--- src/hw/rtl/lcr_pkg.sv ---
`timescale 1ns / 1ps
`default_nettype none

package lcr_pkg;

  // Default display geometry
  localparam int unsigned COLUMNS_DEF = 16;
  localparam int unsigned ROWS_DEF    = 2;

  // LCD command and character codes
  localparam logic [7:0] CMD_HOME    = 8'h02;
  localparam logic [7:0] CMD_SETCUR  = 8'h80;
  localparam logic [7:0] ROW_OFFSET  = 8'h40;
  localparam logic [7:0] CHAR_SPACE  = 8'h20;
  localparam logic [3:0] INIT_LEN    = 4'd9;

  // Request kinds on the input channel
  typedef enum logic [1:0] {
    ACT_TICK  = 2'd0,
    ACT_WRITE = 2'd1,
    ACT_MOVE  = 2'd2,
    ACT_CLEAR = 2'd3
  } lcr_action_e;

  // Display sequencer phase
  typedef enum logic [1:0] {
    PH_POWER   = 2'd0,
    PH_INIT    = 2'd1,
    PH_REFRESH = 2'd2,
    PH_SETCUR  = 2'd3
  } lcr_phase_e;

  // Controller states
  typedef enum logic [1:0] {
    ST_CLR  = 2'd0,
    ST_IDLE = 2'd1,
    ST_READ = 2'd2
  } lcr_state_e;

  typedef struct packed {
    lcr_action_e action;
    logic [7:0]  char_code;
    logic [7:0]  target_col;
    logic [7:0]  target_row;
  } lcr_in_t;

  typedef struct packed {
    logic [3:0] nibble;
    logic       reg_select;
    logic       last;
  } lcr_out_t;

  // Byte handed to the nibble emitter
  typedef struct packed {
    logic       start;
    logic [7:0] code;
    logic       rs;
    logic       two;
  } lcr_emit_req_t;

  // Start-up command sequence
  function automatic logic [7:0] lcr_init_cmd(input logic [3:0] idx);
    logic [7:0] c;
    case (idx)
      4'd0, 4'd1, 4'd2: c = 8'h30;
      4'd3:             c = 8'h20;
      4'd4:             c = 8'h28;
      4'd5:             c = 8'h0C;
      4'd6:             c = 8'h06;
      4'd7:             c = 8'h01;
      default:          c = 8'h02;
    endcase
    return c;
  endfunction

endpackage

`default_nettype wire

--- src/hw/rtl/char_lcd_refresh_controller_top.sv ---
`timescale 1ns / 1ps
`default_nettype none

// Character-LCD controller for a 4-bit bus with a COLUMNS x ROWS frame buffer
// and a host cursor. Requests are taken one at a time. A tick that sends a
// command also passes one or two nibbles to the output; a refresh tick first
// reads the frame buffer, in the ST_READ state, and then sends its two data
// nibbles. A clear request, and the tick that ends the start-up sequence,
// sweep the frame-buffer memory one entry per cycle. After reset the same
// clearing pass runs before the first request is taken. The frame-buffer
// memory has a single write port, and one nibble emitter is shared by
// commands and frame-buffer data.
module char_lcd_refresh_controller_top
  import lcr_pkg::*;
#(
  parameter int unsigned COLUMNS = COLUMNS_DEF,
  parameter int unsigned ROWS    = ROWS_DEF
) (
  input  wire logic     clk,
  input  wire logic     rst_n,
  input  wire logic     in_valid,
  output logic          in_ready,
  input  wire lcr_in_t  in_data,
  output logic          out_valid,
  input  wire logic     out_ready,
  output lcr_out_t      out_data
);

  localparam int unsigned CELLS = COLUMNS * ROWS;
  localparam int unsigned AW    = (CELLS > 1) ? $clog2(CELLS) : 1;
  localparam int unsigned CW    = $clog2(COLUMNS + 1);
  localparam int unsigned RCW   = (COLUMNS > 1) ? $clog2(COLUMNS) : 1;

  lcr_state_e     state_r, state_nxt;
  lcr_phase_e     phase_r, phase_nxt;
  logic [3:0]     init_idx_r, init_idx_nxt;
  logic           mode_r, mode_nxt;
  logic [RCW-1:0] ref_col_r, ref_col_nxt;
  logic           ref_row_r, ref_row_nxt;
  logic [CW-1:0]  host_col_r, host_col_nxt;
  logic           host_row_r, host_row_nxt;
  logic [AW-1:0]  clr_cnt_r, clr_cnt_nxt;

  logic           ram_we;
  logic [AW-1:0]  ram_waddr;
  logic [7:0]     ram_wdata;
  logic [AW-1:0]  ram_raddr;
  logic [7:0]     ram_rdata;

  lcr_emit_req_t  emit_req;
  logic           emit_busy;
  logic           cmd_go;
  logic [7:0]     cmd_code;
  logic           accept;
  logic [AW-1:0]  host_addr;
  logic [AW-1:0]  ref_addr;

  assign in_ready = (state_r == ST_IDLE) && !emit_busy;
  assign accept   = in_valid && in_ready;

  // Row-major addresses; row is one bit so the multiply is a select
  assign host_addr = host_row_r ? AW'(COLUMNS) + AW'(host_col_r) : AW'(host_col_r);
  assign ref_addr  = ref_row_r ? AW'(COLUMNS) + AW'(ref_col_r) : AW'(ref_col_r);

  // Sequencer: next state and datapath controls
  always_comb begin
    state_nxt    = state_r;
    phase_nxt    = phase_r;
    init_idx_nxt = init_idx_r;
    mode_nxt     = mode_r;
    ref_col_nxt  = ref_col_r;
    ref_row_nxt  = ref_row_r;
    host_col_nxt = host_col_r;
    host_row_nxt = host_row_r;
    clr_cnt_nxt  = clr_cnt_r;
    ram_we       = 1'b0;
    ram_waddr    = clr_cnt_r;
    ram_wdata    = CHAR_SPACE;
    ram_raddr    = ref_addr;
    emit_req     = '0;
    cmd_go       = 1'b0;
    cmd_code     = CMD_HOME;

    unique case (state_r)
      // Fill frame buffer with spaces, one entry per cycle
      ST_CLR: begin
        ram_we = 1'b1;
        if (clr_cnt_r == AW'(CELLS - 1)) begin
          clr_cnt_nxt = '0;
          state_nxt   = ST_IDLE;
        end else begin
          clr_cnt_nxt = clr_cnt_r + 1'b1;
        end
      end

      // Frame-buffer byte is back: send it as data, advance refresh position
      ST_READ: begin
        emit_req.start = 1'b1;
        emit_req.code  = ram_rdata;
        emit_req.rs    = 1'b1;
        emit_req.two   = 1'b1;
        state_nxt      = ST_IDLE;
        if (ref_col_r == RCW'(COLUMNS - 1)) begin
          ref_col_nxt = '0;
          ref_row_nxt = (ref_row_r == 1'(ROWS - 1)) ? 1'b0 : ref_row_r + 1'b1;
          phase_nxt   = PH_SETCUR;
        end else begin
          ref_col_nxt = ref_col_r + 1'b1;
        end
      end

      ST_IDLE: begin
        if (accept) begin
          unique case (in_data.action)
            ACT_WRITE: begin
              if (host_col_r < CW'(COLUMNS)) begin
                ram_we       = 1'b1;
                ram_waddr    = host_addr;
                ram_wdata    = in_data.char_code;
                host_col_nxt = host_col_r + 1'b1;
              end
            end
            ACT_MOVE: begin
              if (in_data.target_col < 8'(COLUMNS)) begin
                host_col_nxt = CW'(in_data.target_col);
              end
              if (in_data.target_row < 8'(ROWS)) begin
                host_row_nxt = in_data.target_row[0];
              end
            end
            ACT_CLEAR: begin
              clr_cnt_nxt = '0;
              state_nxt   = ST_CLR;
            end
            ACT_TICK: begin
              unique case (phase_r)
                PH_POWER: begin
                  init_idx_nxt = '0;
                  phase_nxt    = PH_INIT;
                end
                PH_INIT: begin
                  cmd_go = 1'b1;
                  if (init_idx_r < INIT_LEN) begin
                    cmd_code     = lcr_init_cmd(init_idx_r);
                    init_idx_nxt = init_idx_r + 1'b1;
                  end else begin
                    cmd_code    = CMD_HOME;
                    ref_col_nxt = '0;
                    ref_row_nxt = 1'b0;
                    phase_nxt   = PH_REFRESH;
                    clr_cnt_nxt = '0;
                    state_nxt   = ST_CLR;
                  end
                end
                PH_REFRESH: begin
                  state_nxt = ST_READ;
                end
                PH_SETCUR: begin
                  cmd_go    = 1'b1;
                  cmd_code  = CMD_SETCUR + (ref_row_r ? ROW_OFFSET : 8'h00) + 8'(ref_col_r);
                  phase_nxt = PH_REFRESH;
                end
                default: begin
                  phase_nxt = PH_POWER;
                end
              endcase
            end
            default: begin
              state_nxt = ST_IDLE;
            end
          endcase
        end
      end

      default: begin
        state_nxt = ST_IDLE;
      end
    endcase

    // Command send: low nibble only in 4-bit mode; function set enables it
    if (cmd_go) begin
      emit_req.start = 1'b1;
      emit_req.code  = cmd_code;
      emit_req.rs    = 1'b0;
      emit_req.two   = mode_r;
      if (!mode_r && (cmd_code[5:4] == 2'b10)) begin
        mode_nxt = 1'b1;
      end
    end
  end

  // Control registers
  always_ff @(posedge clk) begin
    if (!rst_n) begin
      state_r    <= ST_CLR;
      phase_r    <= PH_POWER;
      init_idx_r <= '0;
      mode_r     <= 1'b0;
      ref_col_r  <= '0;
      ref_row_r  <= 1'b0;
      host_col_r <= '0;
      host_row_r <= 1'b0;
      clr_cnt_r  <= '0;
    end else begin
      state_r    <= state_nxt;
      phase_r    <= phase_nxt;
      init_idx_r <= init_idx_nxt;
      mode_r     <= mode_nxt;
      ref_col_r  <= ref_col_nxt;
      ref_row_r  <= ref_row_nxt;
      host_col_r <= host_col_nxt;
      host_row_r <= host_row_nxt;
      clr_cnt_r  <= clr_cnt_nxt;
    end
  end

  // Frame buffer
  lcr_ram #(
    .WIDTH (8),
    .DEPTH (CELLS)
  ) u_frame (
    .clk   (clk),
    .we    (ram_we),
    .waddr (ram_waddr),
    .wdata (ram_wdata),
    .raddr (ram_raddr),
    .rdata (ram_rdata)
  );

  // Nibble emitter and output register
  lcr_emit u_emit (
    .clk       (clk),
    .rst_n     (rst_n),
    .req       (emit_req),
    .busy      (emit_busy),
    .out_valid (out_valid),
    .out_ready (out_ready),
    .out_data  (out_data)
  );

endmodule

`default_nettype wire

--- src/hw/rtl/lcr_ram.sv ---
`timescale 1ns / 1ps
`default_nettype none

module lcr_ram #(
  parameter int unsigned WIDTH = 8,
  parameter int unsigned DEPTH = 32,
  localparam int unsigned AW   = (DEPTH > 1) ? $clog2(DEPTH) : 1
) (
  input  wire logic             clk,
  input  wire logic             we,
  input  wire logic [AW-1:0]    waddr,
  input  wire logic [WIDTH-1:0] wdata,
  input  wire logic [AW-1:0]    raddr,
  output logic      [WIDTH-1:0] rdata
);

  logic [WIDTH-1:0] mem_r [DEPTH];

  always_ff @(posedge clk) begin
    if (we) begin
      mem_r[waddr] <= wdata;
    end
    rdata <= mem_r[raddr];
  end

endmodule

`default_nettype wire

--- src/hw/rtl/lcr_emit.sv ---
`timescale 1ns / 1ps
`default_nettype none

// Splits one byte into high and (optionally) low nibble on the output channel
module lcr_emit
  import lcr_pkg::*;
(
  input  wire logic          clk,
  input  wire logic          rst_n,
  input  wire lcr_emit_req_t req,
  output logic               busy,
  output logic               out_valid,
  input  wire logic          out_ready,
  output lcr_out_t           out_data
);

  logic       busy_r, busy_nxt;
  logic       hi_r, hi_nxt;
  logic [7:0] code_r, code_nxt;
  logic       rs_r, rs_nxt;
  logic       two_r, two_nxt;

  // Next-nibble sequencing
  always_comb begin
    busy_nxt = busy_r;
    hi_nxt   = hi_r;
    code_nxt = code_r;
    rs_nxt   = rs_r;
    two_nxt  = two_r;
    if (req.start) begin
      busy_nxt = 1'b1;
      hi_nxt   = 1'b1;
      code_nxt = req.code;
      rs_nxt   = req.rs;
      two_nxt  = req.two;
    end else if (busy_r && out_ready) begin
      if (hi_r && two_r) begin
        hi_nxt = 1'b0;
      end else begin
        busy_nxt = 1'b0;
      end
    end
  end

  always_ff @(posedge clk) begin
    if (!rst_n) begin
      busy_r <= 1'b0;
      hi_r   <= 1'b1;
    end else begin
      busy_r <= busy_nxt;
      hi_r   <= hi_nxt;
    end
    code_r <= code_nxt;
    rs_r   <= rs_nxt;
    two_r  <= two_nxt;
  end

  assign busy                = busy_r;
  assign out_valid           = busy_r;
  assign out_data.nibble     = hi_r ? code_r[7:4] : code_r[3:0];
  assign out_data.reg_select = rs_r;
  assign out_data.last       = hi_r ? !two_r : 1'b1;

endmodule

`default_nettype wire

--- config.mk ---
export PLATFORM = sky130hd
export DESIGN_NAME = char_lcd_refresh_controller_top
export DESIGN_NICKNAME = d
export VERILOG_FILES = /design/src/hw/rtl/lcr_pkg.sv /design/src/hw/rtl/char_lcd_refresh_controller_top.sv /design/src/hw/rtl/lcr_ram.sv /design/src/hw/rtl/lcr_emit.sv
export SDC_FILE = /design/constraint.sdc
export NUM_CORES = 1
export LEC_CHECK = 0
export BUFFER_PORTS_ARGS = -buffer_cell sky130_fd_sc_hd__buf_2
export CORE_MARGIN = 2
export CORE_UTILIZATION = 47
export DETAILED_ROUTE_END_ITERATION = 8
export HOLD_SLACK_MARGIN = 0.02
export PLACE_DENSITY = 0.6
export SETUP_SLACK_MARGIN = 0.15
export SYNTH_ARGS = -nofsm -noshare
export SYNTH_HDL_FRONTEND = slang
export SYNTH_SLANG_ARGS = --single-unit
export TNS_END_PERCENT = 10
--- constraint.sdc ---
create_clock -name clk -period 3 [get_ports clk]
set_clock_uncertainty 0.15 [all_clocks]
set_input_delay 0.45 -clock clk [delete_from_list [all_inputs] [get_ports clk]]
set_output_delay 0.45 -clock clk [all_outputs]
set_load 0.05 [all_outputs]
-- Yosys cells after proc, flatten, opt, wreduce, memory -nomap -nowiden
Memories as Yosys holds them, arrays and structs flattened. A register that Yosys moved wholly into a read port is not among the register bits.
Cells that the tools add are included.
- register bits after elaboration: 37
- RAM bits: 256
- ROM bits: 48
- bits of input ports: 30
- output and inout port bits: 8
- word-level logic and storage cells: 159
- memories: 2
- add/sub/neg operators: 9
- order comparisons: 4
- eq/ne operators: 28
- muxes and demuxes: 72
- bitwise gates (word level): 1
- reduce and logical (&&, ||, !) cells: 29
- memory list (name ; words ; bits a word ; read ports ; clocked after memory_dff ; write ports ; line ; text):
    u_frame.mem_r ; 32 ; 8 ; 1 ; 1 ; 1 ; lcr_ram.sv:17 ; logic [WIDTH-1:0] mem_r [DEPTH];
    (name not given) ; 8 ; 6 ; 1 ; 1 ; 0 ; lcr_pkg.sv:64 ; case (idx)
- operators by type and width (cell ; count):
    2-to-1 mux 8 bit ; 9
    2-to-1 mux 5 bit ; 12
    case mux 5 bit (2 select lines) ; 3
    2-to-1 mux 4 bit ; 7
    AND reduction 5 bit ; 5
    2-to-1 mux 11 bit ; 2
    2-to-1 mux 1 bit ; 19
    != test 2 bit (second input constant) ; 8
    case mux 2 bit (2 select lines) ; 4
    case mux 4 bit (2 select lines) ; 2
    case mux 8 bit (2 select lines) ; 1
    2-to-1 mux 2 bit ; 7
    == test 2 bit (second input constant) ; 6
    AND reduction 6 bit ; 2
    adder 5 x 1 -> 5 bit (second input constant) ; 2
    nonzero test 2 bit ; 5
    != test 3 bit (second input constant) ; 3
    adder 4 x 1 -> 4 bit (second input constant) ; 2
    adder 8 x 4 -> 8 bit ; 1
    adder 8 x 7 -> 8 bit (first input constant) ; 1
    less-than comparator 8 x 2 -> 1 bit (second input constant) ; 1
    less-than comparator 8 x 5 -> 1 bit (second input constant) ; 1
    2-to-1 mux 7 bit ; 1
    == test 2 x 1 -> 1 bit (second input constant) ; 3
    22 further kinds ; 36

-- Longest topological paths before layout
Gate-level depths: netlist of the first run.
- word-level depth: 10
- gate-level depth with buffers: 10
- depth with buffers taken out: 9

-- By module
A second synthesis of the first run with hierarchy kept.
- cells, all modules: 704
- area, all modules: 12548.3 um^2
- by module, submodules not included (module ; times used ; cells an instance ; area each (um^2) ; sequential area each (um^2)):
    lcr_ram ; 1 ; 417 ; 10053.4 ; 7847.5
    char_lcd_refresh_controller_top ; 1 ; 262 ; 2054.5 ; 620.6
    lcr_emit ; 1 ; 25 ; 440.4 ; 340.3

-- Worst setup path before layout of the first run
Ideal clock, no wire load.
- kind: reg-to-reg
- start point: reg u_emit.busy_r (netlist: u_emit.busy)
- end point: mem u_frame.mem_r[24][0] (enable)
- setup time: 0.370 ns
- data arrival time: 1.985 ns
- data required time: 2.480 ns
- setup slack: 0.495 ns
- cell stages (with the launch flop): 6
- path buffers: 0
- period minus slack after synthesis: 2.505 ns
- cells stage by stage: dfxtp_1 and4bb_4 and2_0 nor4b_1 a41oi_1 nor2_1
- word-level cells in the longest chain between the ends: 7
- elaborated cells on any way between the ends: 9
- those cells by class: mux (6); reduce/logical (3)
- RTL lines (what ; line ; text):
    start: declaration ; lcr_emit.sv:17 ; logic busy_r, busy_nxt;
    start signal: assignment ; lcr_emit.sv:50 ; busy_r <= busy_nxt;
    zero test 1 bit * ; char_lcd_refresh_controller_top.sv:58 ; assign in_ready = (state_r == ST_IDLE) && !emit_busy;
    logical AND 1 bit * ; char_lcd_refresh_controller_top.sv:58 ;
    logical AND 1 bit * ; char_lcd_refresh_controller_top.sv:59 ; assign accept = in_valid && in_ready;
    2-to-1 mux 1 bit ; char_lcd_refresh_controller_top.sv:113 ; if (accept) begin
    case mux 1 bit (2 select lines) ; char_lcd_refresh_controller_top.sv:84 ; unique case (state_r)
    2-to-1 mux 1 bit ; lcr_ram.sv:20 ; if (we) begin
    2-to-1 mux 1 bit (not written as such) ; lcr_ram.sv:21 ; mem_r[waddr] <= wdata;
    end: declaration ; lcr_ram.sv:17 ;
Every way passes the cells marked *; elsewhere a longest branch is shown, timed or not.

-- Final worst setup path of the first run
- start point: reg host_col_r[4]
- end point: mem u_frame.mem_r[16][4] (enable)
- word-level cells in the longest chain between the ends: 7
- elaborated cells on any way between the ends: 13
- those cells by class: add/sub (1); order compare (1); mux (11)
- RTL lines (what ; line ; text):
    start: declaration ; char_lcd_refresh_controller_top.sv:40 ; logic [CW-1:0] host_col_r, host_col_nxt;
    start signal: assignment ; char_lcd_refresh_controller_top.sv:211 ; host_col_r <= host_col_nxt;
    less-than comparator 5 bit ; char_lcd_refresh_controller_top.sv:116 ; if (host_col_r < CW'(COLUMNS)) begin
    2-to-1 mux 1 bit ; char_lcd_refresh_controller_top.sv:116 ;
    2-to-1 mux 1 bit ; char_lcd_refresh_controller_top.sv:114 ; unique case (in_data.action)
    2-to-1 mux 1 bit ; char_lcd_refresh_controller_top.sv:113 ;
    case mux 1 bit (2 select lines) ; char_lcd_refresh_controller_top.sv:84 ;
    2-to-1 mux 1 bit ; lcr_ram.sv:20 ;
    2-to-1 mux 1 bit (not written as such) ; lcr_ram.sv:21 ;
Parallel ways exist; a longest one is shown, timed or not.

==> results of run 1 <==
-- worst min-delay path: stages --
cell and delay (ns):
buf_2 0.09, nand2_1 0.04, nand2_1 0.06, a21boi_0 0.08
-- metal layers --
layer  vias up  track usage, %
met5         -               0
li1       3123               -
met1      3544            28.1
met3        54            2.31
met2       241            32.9
met4         0            5.32
-- layout make-up --
class                   count  area [um^2]  share of cell area [%]
clock buffers              39          816                    5.75
clock inverters            17          128                   0.899
inverters                  17         63.8                   0.449
multi-input cells         381         3400                    23.9
flip-flops and latches    307         8810                    62.1
well taps                 335          419                    2.95
repair buffers             82          563                    3.97
-- kinds of logic (layout without fill, tap and decap cells) --
family / count (synthesis) / count (layout) / share of synthesized area, %
adders and majority gates: 12 / 12 / 1.21
DFF: 307 / 307 / 70.8
and+or+nand+nor: 192 / 192 / 7.66
xor gates and xnor gates: 1 / 1 / 0.0704
buffers and inverters: 58 / 155 / 2.08
muxes: 75 / 75 / 12.5
AOI/OAI and AO/OA: 101 / 101 / 5.69
-- flip-flops by register name (all words and copies together) (netlist names), named ones only --
| signal | cells |
|---|---|
| u_frame.rdata | 8 |
| u_emit.two_r | 1 |
| state_r | 2 |
| init_idx_r | 4 |
| clr_cnt_r | 5 |
| ref_row_r | 1 |
| host_col_r | 5 |
| u_emit.rs_r | 1 |
| ref_col_r | 4 |
| host_row_r | 1 |
| u_emit.busy | 1 |
| u_emit.hi_r | 1 |
| phase_r | 2 |
| u_emit.code_r | 8 |
| mode_r | 1 |
| u_frame.mem_r | 256 |
-- metrics by stage --
step	power [mW]	cell area (um^2)	std cells
after floorplan	4.81	12400	746
after global placement	4.89	13200	1121
after detailed placement	4.89	13200	1121
after CTS	8.45	14200	1178
after global routing	8.64	14200	1178
final	8.37	14200	1178
-- cells in the final DEF (no fill, tap or decap), drive strengths merged, types with 2 or more instances in the layout --
cell / n
edfxtp: 266
buf: 81
nor2: 67
mux4: 64
nand2: 45
dfxtp: 41
clkbuf: 39
o22ai: 34
inv: 18
o21ai: 17
nor4: 16
clkinv: 13
nand3: 12
ha: 12
and3: 9
a21oi: 7
nor2b: 7
nor3: 7
mux2i: 6
a31oi: 6
a22oi: 6
nand2b: 6
mux2: 5
o211ai: 5
nor4b: 4
a21boi: 4
nand3b: 4
o21a: 3
or3b: 3
a41oi: 2
nand4: 2
o31a: 2
or3: 2
o31ai: 2
o211a: 2
o221a: 2
a22o: 2
a32o: 2
clkinvlp: 2
and2: 2
-- power by group --
group	switching [mW]	total [mW]	internal [mW]
Sequential	0.0181	4.64	4.62
Clock	1.56	3.57	2.01
Combinational	0.100	0.162	0.0618
-- worst max-delay path by stage --
stage / startpoint / end / slack [ns] / cells past startpoint
after CTS: host_col_r[4]$_SDFFE_PN0P_ / u_frame.mem_r[18][1]$_DFFE_PP_ / 0.17 / 5
after global placement: in_data[25] / u_frame.mem_r[6][5]$_DFFE_PP_ / -0.06 / 6
after floorplan: u_emit.busy$_SDFFE_PN0P_ / u_frame.mem_r[24][0]$_DFFE_PP_ / 0.50 / 5
after global routing: host_col_r[4]$_SDFFE_PN0P_ / u_frame.mem_r[4][7]$_DFFE_PP_ / -0.04 / 5
after detailed placement: in_data[25] / u_frame.mem_r[6][5]$_DFFE_PP_ / -0.15 / 6
final: host_col_r[4]$_SDFFE_PN0P_ / u_frame.mem_r[16][4]$_DFFE_PP_ / 0.19 / 5
-- timing repair --
item / CTS / global route
hold endpoints to repair: 1 / 0
buffers inserted: 0 / 0
resized for setup: 1 / 6
endpoints found under the setup margin: 7 / 88
hold buffers: 1 / 0
==> flow_summary_export.csv, run 1 <==
group,metric,value,unit
synth,avgSynthCellArea,16.7,um^2
critical_path,r2r-end,"u_frame.mem_r[16][4]$_DFFE_PP_",
critical_path,worstPathRequired,3.04,ns
final_layout,final_util,54.5,%
synth,synth_area,12400,um^2
synth,synth_ff_type,"edfxtp_1",
critical_path,cp_cell_sequence,"nor3b_1 -> nand2_1 -> mux2i_1 -> nand2_1 -> nor2_1",
clocking,clk_latency,0.57,ns
outcome,status,"finished, final reports clean",
global_route,grt_util_all_layers,19.8,%
detailed_routing,firstDrtPassIters,6,
critical_path,crit_type,"reg -> reg",
clocking,root_buffer,"clkbuf_16",
synth,ys_ff_latch,307,
detailed_routing,dr_wl_met3,1.41,mm
die,io_pins,38,
critical_path,max_stage_delay,0.70,ns
detailed_routing,viasPerCell,5.91,
sta,worst_pin_slew,0.784,ns
sta,hold_violations,0,
sta,finalSetupViolations,0,
sta,holdWs,0.0531,ns
die,die_area,27800,um^2
place,gp_congestion,0.867,
final_layout,diodes,0,
clocking,clock_path_buffers,3,
global_route,antenna_found_initial,0,
synth,yosysSeqAreaShare,70.8,%
critical_path,crit_path_start_kind,"flop",
synth,synth_edf_count,266,
detailed_routing,final_antenna_net_count,0,
critical_path,critPathTopFamily,"simple AND/OR/NAND/NOR gates",
sta,timing.setup.tns,0,ns
pwr,p_per_area,590,nW/um^2
clocking,cts.sinks,307,
synth,synth_area_leaders,"edfxtp_1, mux4_2, dfxtp_1",
clocking,cts_max_level,1,
critical_path,worst_path_most_repeated_cell,"nand2_1",
synth,yosysMostFrequentCell,"edfxtp_1",
sta,rsz0062_at_grt,"true",
final_layout,fillers,2045,
worst_hold_path,hp-class,"in -> reg",
sta,fmaxAchievable,0.356,GHz
sta,period_share,93.7,%
global_route,grt_max_degree,55,
synth,synth_cells,746,
sta,period_minus_slack,2.81,ns
die,coreArea,26100,um^2
pwr,peakVddDrop,489,uV
sta,slew_headroom,47.5,%
synth,ys_types,61,
detailed_routing,drt_wl_total,27.5,mm
clocking,cts_buffers,31,
critical_path,r2r_start,"host_col_r[4]$_SDFFE_PN0P_",
place,dpl_worst_slack,-0.146,ns
detailed_routing,vias,6962,
synth,ys.warnings.count,0,
critical_path,reg2reg_depth,5,
clocking,cts_tree,"done",
final_layout,synthToLayoutAreaGrowth,14.1,%
detailed_routing,dr.first_iter.drc_count,875,
die,rows,59,
die,start_util,47.8,%
worst_hold_path,min_path_cells,4,
detailed_routing,highest_layer,"met4",
worst_hold_path,whs_endpoint,"u_emit.busy$_SDFFE_PN0P_",
synth,syn_nets,788,
detailed_routing,wl_met1,11.9,mm
die,dieHeight,167,um
worst_hold_path,hold_start,"out_ready",
synth,synth_common_cells,"edfxtp_1, nor2_1, mux4_2",
global_route,grt_pass1_vias,7015,
critical_path,critPathCaptureType,"flop",
synth,async_flop_share,0,%
clocking,clk_pin_slew,0.06,ns
synth,synth_top_area_share,64.2,%
place,hpwl,17.6,mm
sta,slew_viol_final,0,
detailed_routing,post_drt_wl_per_cell,23.3,um
place,port_buffers,37,
critical_path,critPathBufInv,0,
critical_path,worstPathArrival,2.86,ns
synth,yosysTopAreaCell,"edfxtp_1",
die,dieWidth,167,um
run,max-cap-violations,0,
final_layout,drive_above_1_share,25.5,%
critical_path,cp_max_fo,8,
global_route,grt_pass1_wl,42.0,mm
critical_path,cpMaxStageDelayCell,"nor2_1",
global_route,overflow,0,
detailed_routing,wl_met2,13.4,mm
pwr,p_leak,4.98,nW
detailed_routing,drc_errors,0,
critical_path,reg2reg_slack,0.19,ns
final_layout,fin_nets,862,
sta,fin_ws,0.188,ns
Note: power is estimated with default switching activity, not from simulation.
==> run 2, diff against run 1 <==
--- a/config.mk
+++ b/config.mk
@@ -14,5 +14,6 @@
 export SETUP_SLACK_MARGIN = 0.15
 export SYNTH_ARGS = -nofsm -noshare
 export SYNTH_HDL_FRONTEND = slang
+export SYNTH_HIERARCHICAL = 1
 export SYNTH_SLANG_ARGS = --single-unit
 export TNS_END_PERCENT = 10
==> flow_summary_export.csv, run 2 <==
group,metric,value,unit
global_route,grt_max_degree,38,
detailed_routing,final_antenna_net_count,0,
clocking,clock_path_buffers,3,
sta,worst_pin_slew,0.862,ns
place,port_buffers,37,
critical_path,r2r_start,"u_emit/busy$_SDFFE_PN0P_",
die,start_util,48.0,%
die,dieHeight,167,um
clocking,hold_buffers,1,
detailed_routing,drt_wl_total,27.7,mm
final_layout,layout_commonest_cell,"edfxtp_1",
synth,synth_edf_count,266,
sta,timing.setup.tns,0,ns
die,io_pins,38,
global_route,antenna_found_initial,0,
global_route,grt_pass1_wl,42.0,mm
critical_path,r2r-end,"u_frame/mem_r[4][2]$_DFFE_PP_",
sta,period_minus_slack,2.74,ns
global_route,grt_pass1_vias,6845,
sta,fmaxAchievable,0.365,GHz
run,max-cap-violations,0,
synth,syn_nets,746,
pwr,clkPwrFrac,43.7,%
synth,ys.warnings.count,6,
synth,avgSynthCellArea,17.8,um^2
sta,slew_viol_final,0,
pwr,p_switching,1.69,mW
synth,synth_cells,704,
synth,ys_ff_latch,307,
critical_path,crit_path_start_kind,"flop",
synth,synth_top_area_share,63.7,%
synth,synth_area_leaders,"edfxtp_1, mux4_2, dfxtp_1",
synth,synth_area,12500,um^2
pwr,comb_power_share,2.1,%
die,die_area,28000,um^2
critical_path,reg2reg_slack,0.26,ns
final_layout,fillers,2028,
global_route,overflow,0,
final_layout,stdcell_count,1165,
sta,hold_violations,0,
clocking,cts_buffers,34,
detailed_routing,post_drt_wl_per_cell,23.7,um
synth,yosysSeqAreaShare,70.2,%
detailed_routing,dr.first_iter.drc_count,746,
sta,rsz0062_at_grt,"false",
synth,synth_ff_type,"edfxtp_1",
sta,finalSetupViolations,0,
synth,async_flop_share,0,%
final_layout,reg_top3,"u_frame/mem_r x256, u_emit/code_r x8, u_frame/rdata x8",
final_layout,fin_nets,849,
die,rows,59,
final_layout,synthToLayoutAreaGrowth,15.7,%
final_layout,final_cell_mix,"edfxtp_1, mux4_2, nor2_1, buf_4, nand2_1",
critical_path,reg2reg_depth,6,
die,coreArea,26100,um^2
pwr,peakVddDrop,371,uV
outcome,status,"finished, violations left",
sta,slew_headroom,42.4,%
synth,synth_common_cells,"edfxtp_1, mux4_2, nor2_1",
final_layout,largest_reg_flops,256,
synth,ys_types,61,
detailed_routing,drc_errors,4,
clocking,cts.sinks,307,
critical_path,worstPathArrival,2.79,ns
clocking,clk_pin_slew,0.06,ns
critical_path,cp_max_fo,8,
critical_path,endpoint,"u_frame/mem_r[4][2]$_DFFE_PP_",
critical_path,worstPathRequired,3.05,ns
final_layout,drive_above_1_share,30.6,%
place,dp.cells,1105,
pwr,p_int,6.86,mW
synth,yosysMostFrequentCell,"edfxtp_1",
clocking,cts_max_level,2,
place,gp_congestion,0.841,
critical_path,critPathCaptureType,"flop",
clocking,cts_setup_buffers,0,
detailed_routing,viasPerCell,5.74,
sta,period_share,91.3,%
clocking,ctsResizeCount,0,
clocking,cts_tree,"done",
pwr,p_per_area,589,nW/um^2
worst_hold_path,hp-class,"in -> reg",
final_layout,regMostFlops,"u_frame/mem_r",
critical_path,crit_type,"reg -> reg",
final_layout,diodes,0,
die,dieWidth,167,um
detailed_routing,firstDrtPassIters,7,
outcome,violations,"design-rule violations",
pwr,seq_power_share,54.2,%
global_route,grt_util_all_layers,20.2,%
critical_path,critPathLaunch,"u_emit/busy$_SDFFE_PN0P_",
clocking,root_buffer,"clkbuf_16",
synth,yosysTopAreaCell,"edfxtp_1",
clocking,clk_latency,0.50,ns
pwr,swShare,19.8,%
detailed_routing,vias,6683,
place,hpwl,17.9,mm
pwr,p_leak,4.84,nW
-- run 2: how the worst min path moves through the flow --
stage	startpoint	to	slack, ns	depth (start not counted)
2_1_floorplan	mode_r$_SDFFE_PN0P_	mode_r$_SDFFE_PN0P_	0.29	2
3_3_place_gp	mode_r$_SDFFE_PN0P_	mode_r$_SDFFE_PN0P_	0.32	2
3_5_place_dp	mode_r$_SDFFE_PN0P_	mode_r$_SDFFE_PN0P_	0.34	2
4_1_cts	in_data[0]	host_row_r$_SDFFE_PN0P_	0.06	3
5_1_grt	in_data[0]	host_row_r$_SDFFE_PN0P_	0.10	3
6_report	in_data[0]	host_row_r$_SDFFE_PN0P_	0.07	3
-- run 2: kinds of logic (layout without fill, tap and decap cells) --
family | Yosys count | in the layout | synth area share [%]
AO/OA/AOI/OAI | 67 | 67 | 3.73
adder cells (fa/ha/maj) | 12 | 12 | 1.20
buffers and inverters | 41 | 167 | 1.54
flip-flops | 307 | 307 | 70.2
multiplexers | 94 | 94 | 15.6
AND/OR/NAND/NOR | 183 | 183 | 7.75
-- run 2: power groups by stage --
stage / Sequential, mW / Clock, mW / Combinational (mW)
after detailed placement: 4.73 / 0 / 0.174
after global routing: 4.64 / 3.98 / 0.188
after floorplan: 4.72 / 0 / 0.0923
after global placement: 4.73 / 0 / 0.172
final: 4.64 / 3.74 / 0.176
after CTS: 4.64 / 3.81 / 0.177
-- run 2: per-stage QoR --
step / total power, mW / hold WS [ns] / setup WS (ns) / area (um^2) / utilization, %
final: 8.55 / 0.0689 / 0.261 / 14500 / 55.6
after global routing: 8.81 / 0.103 / 0.155 / 14500 / 55.6
after CTS: 8.63 / 0.0592 / 0.257 / 14500 / 55.6
after detailed placement: 4.90 / 0.345 / 0.152 / 13500 / 51.7
after global placement: 4.90 / 0.317 / 0.218 / 13500 / 51.7
after floorplan: 4.81 / 0.291 / 0.183 / 12500 / -
-- run 2: critical path: stages (launching register included) --
cell and delay, ns:
dfxtp_1 0.38, and4bb_4 0.42, nand2_1 0.16, a21oi_1 0.33, or3b_2 0.64, nor2_1 0.16
buf_4 0.19
-- run 2: layout make-up --
class                      count  area (um^2)  area share [%]
clock buffer                  44          920            6.33
clock inverter                15         81.3           0.560
inverter                      11         41.3           0.284
multi-input combinational    356         3550            24.4
sequential                   307         8810            60.7
tap                          335          419            2.89
timing repair buffer          97          701            4.82
-- run 2: routing by layer --
layer  part of all wire [%]  global-route usage, %  vias to the layer above
li1                       -                      -                     3004
met1                     43                   27.9                     3393
met2                     48                   33.0                      239
met3                    6.5                   4.30                       47
met4                    2.3                   5.60                        0
met5                      0                      0                        -
